File: src/rtl/flha_pkg.sv
// Package for the free-list hole allocator: sizes, payload structs, command
// and status structs, codes and the controller state type. No dependencies.
package flha_pkg;

    localparam int MaxHoles = 16;
    localparam int AddrBits = 20;
    localparam int SizeBits = AddrBits + 1;
    localparam int IdxBits  = $clog2(MaxHoles);
    localparam int CntBits  = $clog2(MaxHoles + 1);
    localparam int CfgBits  = 21;
    localparam int CfgIdxBits = 1;

    localparam logic [CfgIdxBits-1:0] CfgFitMode  = 1'd0;
    localparam logic [CfgIdxBits-1:0] CfgPoolSize = 1'd1;

    localparam logic [SizeBits-1:0] PoolLimit = SizeBits'(1) << AddrBits;

    localparam logic [1:0] FitFirst = 2'd0;
    localparam logic [1:0] FitBest  = 2'd1;
    localparam logic [1:0] FitWorst = 2'd2;

    localparam logic [1:0] StOk    = 2'd0;
    localparam logic [1:0] StNoFit = 2'd1;
    localparam logic [1:0] StFull  = 2'd2;

    localparam logic FuncAlloc = 1'b0;
    localparam logic FuncFree  = 1'b1;

    typedef struct packed {
        logic                func;
        logic [SizeBits-1:0] req_size;
        logic [AddrBits-1:0] free_position;
    } req_t;

    typedef struct packed {
        logic [AddrBits-1:0] alloc_position;
        logic [1:0]          status;
        logic [CntBits-1:0]  hole_count;
    } rsp_t;

    typedef enum logic [2:0] {
        S_IDLE,
        S_SCAN,
        S_DECIDE,
        S_SHIFT,
        S_DONE
    } ctrl_state_t;

    // Commands from controller to datapath.
    typedef struct packed {
        logic load;
        logic scan_clr;
        logic scan_step;
        logic decide;
        logic shift_step;
        logic rsp_load;
    } cmd_t;

    // Status from datapath to controller.
    typedef struct packed {
        logic scan_last;
        logic need_shift;
        logic shift_last;
    } stat_t;

endpackage

File: src/rtl/flha_ctrl.sv
// Controller of the free-list hole allocator: request handshake, sequencing
// of scan, decision and shift, result handshake. Depends on flha_pkg.
module flha_ctrl
    import flha_pkg::*;
(
    input  logic  clk,
    input  logic  rst_n,
    input  logic  req_valid,
    output logic  req_stall,
    output logic  rsp_valid,
    input  logic  rsp_stall,
    input  stat_t stat,
    output cmd_t  cmd
);

    ctrl_state_t state_reg, state_next;

    always_ff @(posedge clk or negedge rst_n)
    begin
        if (!rst_n)
            state_reg <= S_IDLE;
        else
            state_reg <= state_next;
    end

    always_comb
    begin
        state_next = state_reg;
        cmd        = '0;
        req_stall  = 1'b1;
        rsp_valid  = 1'b0;
        case (state_reg)
            S_IDLE:
            begin
                req_stall = 1'b0;
                if (req_valid)
                begin
                    cmd.load     = 1'b1;
                    cmd.scan_clr = 1'b1;
                    state_next   = S_SCAN;
                end
            end
            S_SCAN:
            begin
                cmd.scan_step = 1'b1;
                if (stat.scan_last)
                    state_next = S_DECIDE;
            end
            S_DECIDE:
            begin
                cmd.decide = 1'b1;
                if (stat.need_shift)
                    state_next = S_SHIFT;
                else
                begin
                    cmd.rsp_load = 1'b1;
                    state_next   = S_DONE;
                end
            end
            S_SHIFT:
            begin
                cmd.shift_step = 1'b1;
                if (stat.shift_last)
                begin
                    cmd.rsp_load = 1'b1;
                    state_next   = S_DONE;
                end
            end
            S_DONE:
            begin
                rsp_valid = 1'b1;
                if (!rsp_stall)
                    state_next = S_IDLE;
            end
            default:
                state_next = S_IDLE;
        endcase
    end

endmodule

File: config.mk
export PLATFORM = sky130hd
export DESIGN_NAME = flha_ctrl
export DESIGN_NICKNAME = d
export VERILOG_FILES = /design/src/rtl/flha_pkg.sv /design/src/rtl/flha_ctrl.sv
export SDC_FILE = /design/constraint.sdc
export NUM_CORES = 1
export LEC_CHECK = 0
export BUFFER_PORTS_ARGS = -buffer_cell sky130_fd_sc_hd__buf_2
export CORE_AREA = 2 2 39 41
export CTS_CLUSTER_SIZE = 20
export DETAILED_ROUTE_END_ITERATION = 10
export DIE_AREA = 0 0 41 43
export SLEW_MARGIN = 20
export SYNTH_ARGS = -nofsm -noshare
export SYNTH_HDL_FRONTEND = slang
export SYNTH_SLANG_ARGS = --single-unit
File: constraint.sdc
create_clock -name clk -period 3 [get_ports clk]
set_input_delay 0.6 -clock clk [delete_from_list [all_inputs] [get_ports clk]]
set_output_delay 0.6 -clock clk [all_outputs]
set_load 0.01 [all_outputs]
==> metrics list <==
* Number of sinks handled by clock tree synthesis: 3
- Headroom to the max-slew limit: 0.817
- Skew final: roughly 0.00012 ns
- Slew Viols, Final: 0
* Critical path cell sequence: or3_4 -> nor2_2 -> buf_2
* Clk Latency, worst-skew pair: 0.23 ns
- Number of hold-repair buffers added at the cts stage: 0
* Critical path buffer and inverter count: 1
- Entering global routing, the biggest net connects 9 pins.
* Clock-pin slew of the registers on the worst-case setup and hold paths: 0.04 ns
- Total wirelength of the detailed-routed design: 457 um
- The slowest stage of the critical path belongs to the cell sky130_fd_sc_hd__dfrtp_1.
- The first global-routing pass estimated about 700 um of wire.
* Library cell with the largest summed area after synthesis: sky130_fd_sc_hd__dfrtp_1
* Cell row count: 14
- GRT Total Usage: 0.0665
- After detailed routing, the average wire length per cell comes to 8.46 um.
- 0 antenna diodes ended up in the layout.
- Net switching power of the design: 0.135 mW
- Outcome: finished, final reports clean
* Critical Path Source Type: flip-flop
- Internal power comes to 0.208 mW.
* Fraction of final layout cells sized beyond drive strength 1: 0.605
- Of the total power, the share spent switching nets is 0.393.
- Of the total power, combinational logic draws 0.522.
- Biggest cell delay along the critical path: 0.46 ns
* Kind of critical path: reg -> out
- During I/O placement, the number of pins put on the boundary was 15.
- For this configuration, the core starts out at a cell density of 0.166.
- Timing-limited maximum frequency: 519 MHz
* Data arrival time at the worst-slack endpoint: 1.33 ns
- The analysis attributes to cell leakage a power of 0.173 nW.
- The share of synthesized area in the top cell type comes to 0.326.
- Largest fanout of any net on the critical path: 8
- With fillers left out, the area of the finished cells amounts to roughly 330 um2.
* Routability cong.: 0.729
- DR vias/cell: 3.85
- Via Count: roughly 210
* Largest buffer count on any clock path: 2
- The Yosys step of the flow raised 0 warnings.
* Avg Synthesized Cell Area: 10.5 um2
- Gate count of the mapped netlist: 22
* Transition time at the pin with the least slew margin: 0.275 ns
- Of the total power, registers draw 0.269.
- Buffer cell driving the clock tree root: sky130_fd_sc_hd__clkbuf_4
- After the first detailed-routing iteration, the DRC count stood at 0.
* Final Cycle Share: 0.642
- Highest-count cells in the layout ignoring fill and taps: sky130_fd_sc_hd__buf_2, sky130_fd_sc_hd__nor2_1, sky130_fd_sc_hd__clkbuf_4, sky130_fd_sc_hd__dfrtp_1
- In this run the number of H-tree levels came out at 1.
* Power density normalized to cell area: about 1000 mW/mm2
- For this run, the detailed router's first-pass iteration total came to 1.
* Flop and latch count out of synthesis: 3
- Number of nets with antenna violations after routing: 0
* Post_cts resized: 0
* Cell family with the largest share of critical-path delay: simple AND/OR/NAND/NOR gates
- Clock tree from TritonCTS: yes
* Number of global-route vias before repair: approximately 170
* Total gr overflow: 0
- P&R area growth vs syn: 42.4%
- Proportion of power drawn by the clock network: 0.209
- After detailed routing, the number of remaining DRC violations is 0.
- Once the clock tree was built, the setup fixing pass inserted 0 buffers.
- Final-report setup violation count: 0
- Syn_nets: 29
* Max reg flops: 3
- The floorplan step defined a die boundary enclosing between 0.0015 and 0.002 mm2.
- Once placement finished, the instance area stood at about 300 um2.
- Max-cap violations in this run came to 0.
- Setup repair after global routing missed its margin: no
- Total standard cell area after synthesis: 230 um2
- # fillers: 167
* Number of buffer cells added on primary ports: 14
- The number of antenna violations at the first check in global routing is 0.
- Measured along the x axis, the die boundary spans 41 um.
- Worst supply voltage drop on vdd: 282 uV
- The worst hold path belongs to the class in -> async.
- Top cells by area, synth: sky130_fd_sc_hd__dfrtp_1, sky130_fd_sc_hd__nor3b_2, sky130_fd_sc_hd__a2bb2o_4
- At the worst endpoint, the required time is between 2 and 2.5 ns.
- Summed over all failing endpoints, the final setup total negative slack is 0 ns.
- Sequential element share of the synthesized area: 0.326
* Core region area: 0.00138 mm2
- Total clock buffers created by CTS: 3
- CP Capture Type: output port
- Vertical extent of the die: 43 um
- The hold violation total from the final report is 0.
- Number of distinct library cells after synthesis: 15
* Total Nets Final: 46
* Most common library cell in the layout ignoring fill and taps: sky130_fd_sc_hd__buf_2
- Minimum period implied by the final worst setup slack: 1.93 ns
-- layer usage --
layer	share of wire	GRT usage
met5	0	0
met1	0.40	0.0847
met4	0.031	0.100
met3	0.11	0.0314
met2	0.45	0.0594
-- cell type report --
type / count / area, um2 / area share
well taps: 16 / 20.0 / 0.0611
flip-flops and latches: 3 / 75.1 / 0.229
multi-input cells: 16 / 133 / 0.405
inverters: 1 / 3.75 / 0.0115
repair buffers: 14 / 70.1 / 0.214
clock buffers: 4 / 26.3 / 0.0802
-- final timing paths --
check	start	to	slack (ns)	depth (start not counted)
worst min-delay path	rst_n	state_reg[2]	0.15	1
worst max-delay path	state_reg[0]	cmd[4]	1.07	3
worst min register to register	state_reg[2]	state_reg[0]	0.69	2
max in group asynchronous	rst_n	state_reg[1]	2.75	1
min in group clk	rsp_stall	state_reg[2]	0.58	2
worst max register to register	state_reg[0]	state_reg[2]	1.86	3
-- power by group through the flow --
stage | Combinational, mW | Clock, mW | Sequential (mW)
6_report | 0.179 | 0.0717 | 0.0923
5_1_grt | 0.197 | 0.0807 | 0.0971
4_1_cts | 0.182 | 0.0760 | 0.0930
3_5_place_dp | 0.181 | 0 | 0.0934
3_3_place_gp | 0.182 | 0 | 0.0925
2_1_floorplan | 0.162 | 0 | 0.0744
-- Yosys cell counts --
master	number
sky130_fd_sc_hd__nand2b_1	1
sky130_fd_sc_hd__nor2b_1	1
sky130_fd_sc_hd__a21oi_2	1
sky130_fd_sc_hd__and2_1	1
sky130_fd_sc_hd__a22o_1	2
sky130_fd_sc_hd__nor3b_2	2
sky130_fd_sc_hd__inv_1	1
sky130_fd_sc_hd__nor2_1	4
sky130_fd_sc_hd__nor2_2	1
sky130_fd_sc_hd__dfrtp_1	3
sky130_fd_sc_hd__buf_4	1
sky130_fd_sc_hd__mux2i_1	1
sky130_fd_sc_hd__or3_4	1
sky130_fd_sc_hd__a2bb2o_4	1
sky130_fd_sc_hd__buf_6	1
-- logic make-up after synthesis --
family,synth area share
simple gates,0.332
mux,0.0435
flops,0.326
buf+inv,0.0978
compound gates,0.201
-- through the flow --
stage | utilization | power, mW | instances | hold WS, ns | worst slack, ns
detailed placement | 0.218 | 0.275 | 50 | 0.397 | 1.28
global route | 0.237 | 0.375 | 54 | 0.141 | 1.00
floorplan | - | 0.237 | 22 | 0.304 | 1.23
CTS | 0.237 | 0.351 | 54 | 0.145 | 1.05
global placement | 0.218 | 0.274 | 50 | 0.396 | 1.28
finish | 0.237 | 0.343 | 54 | 0.151 | 1.07
-- worst reg2reg max path, stage by stage, from the launching register on --
cell and delay, ns:
sky130_fd_sc_hd__dfrtp_1 0.49, sky130_fd_sc_hd__nor2_1 0.10, sky130_fd_sc_hd__a21oi_2 0.21, sky130_fd_sc_hd__a2bb2o_4 0.23
(Power assumes the default switching activity.)
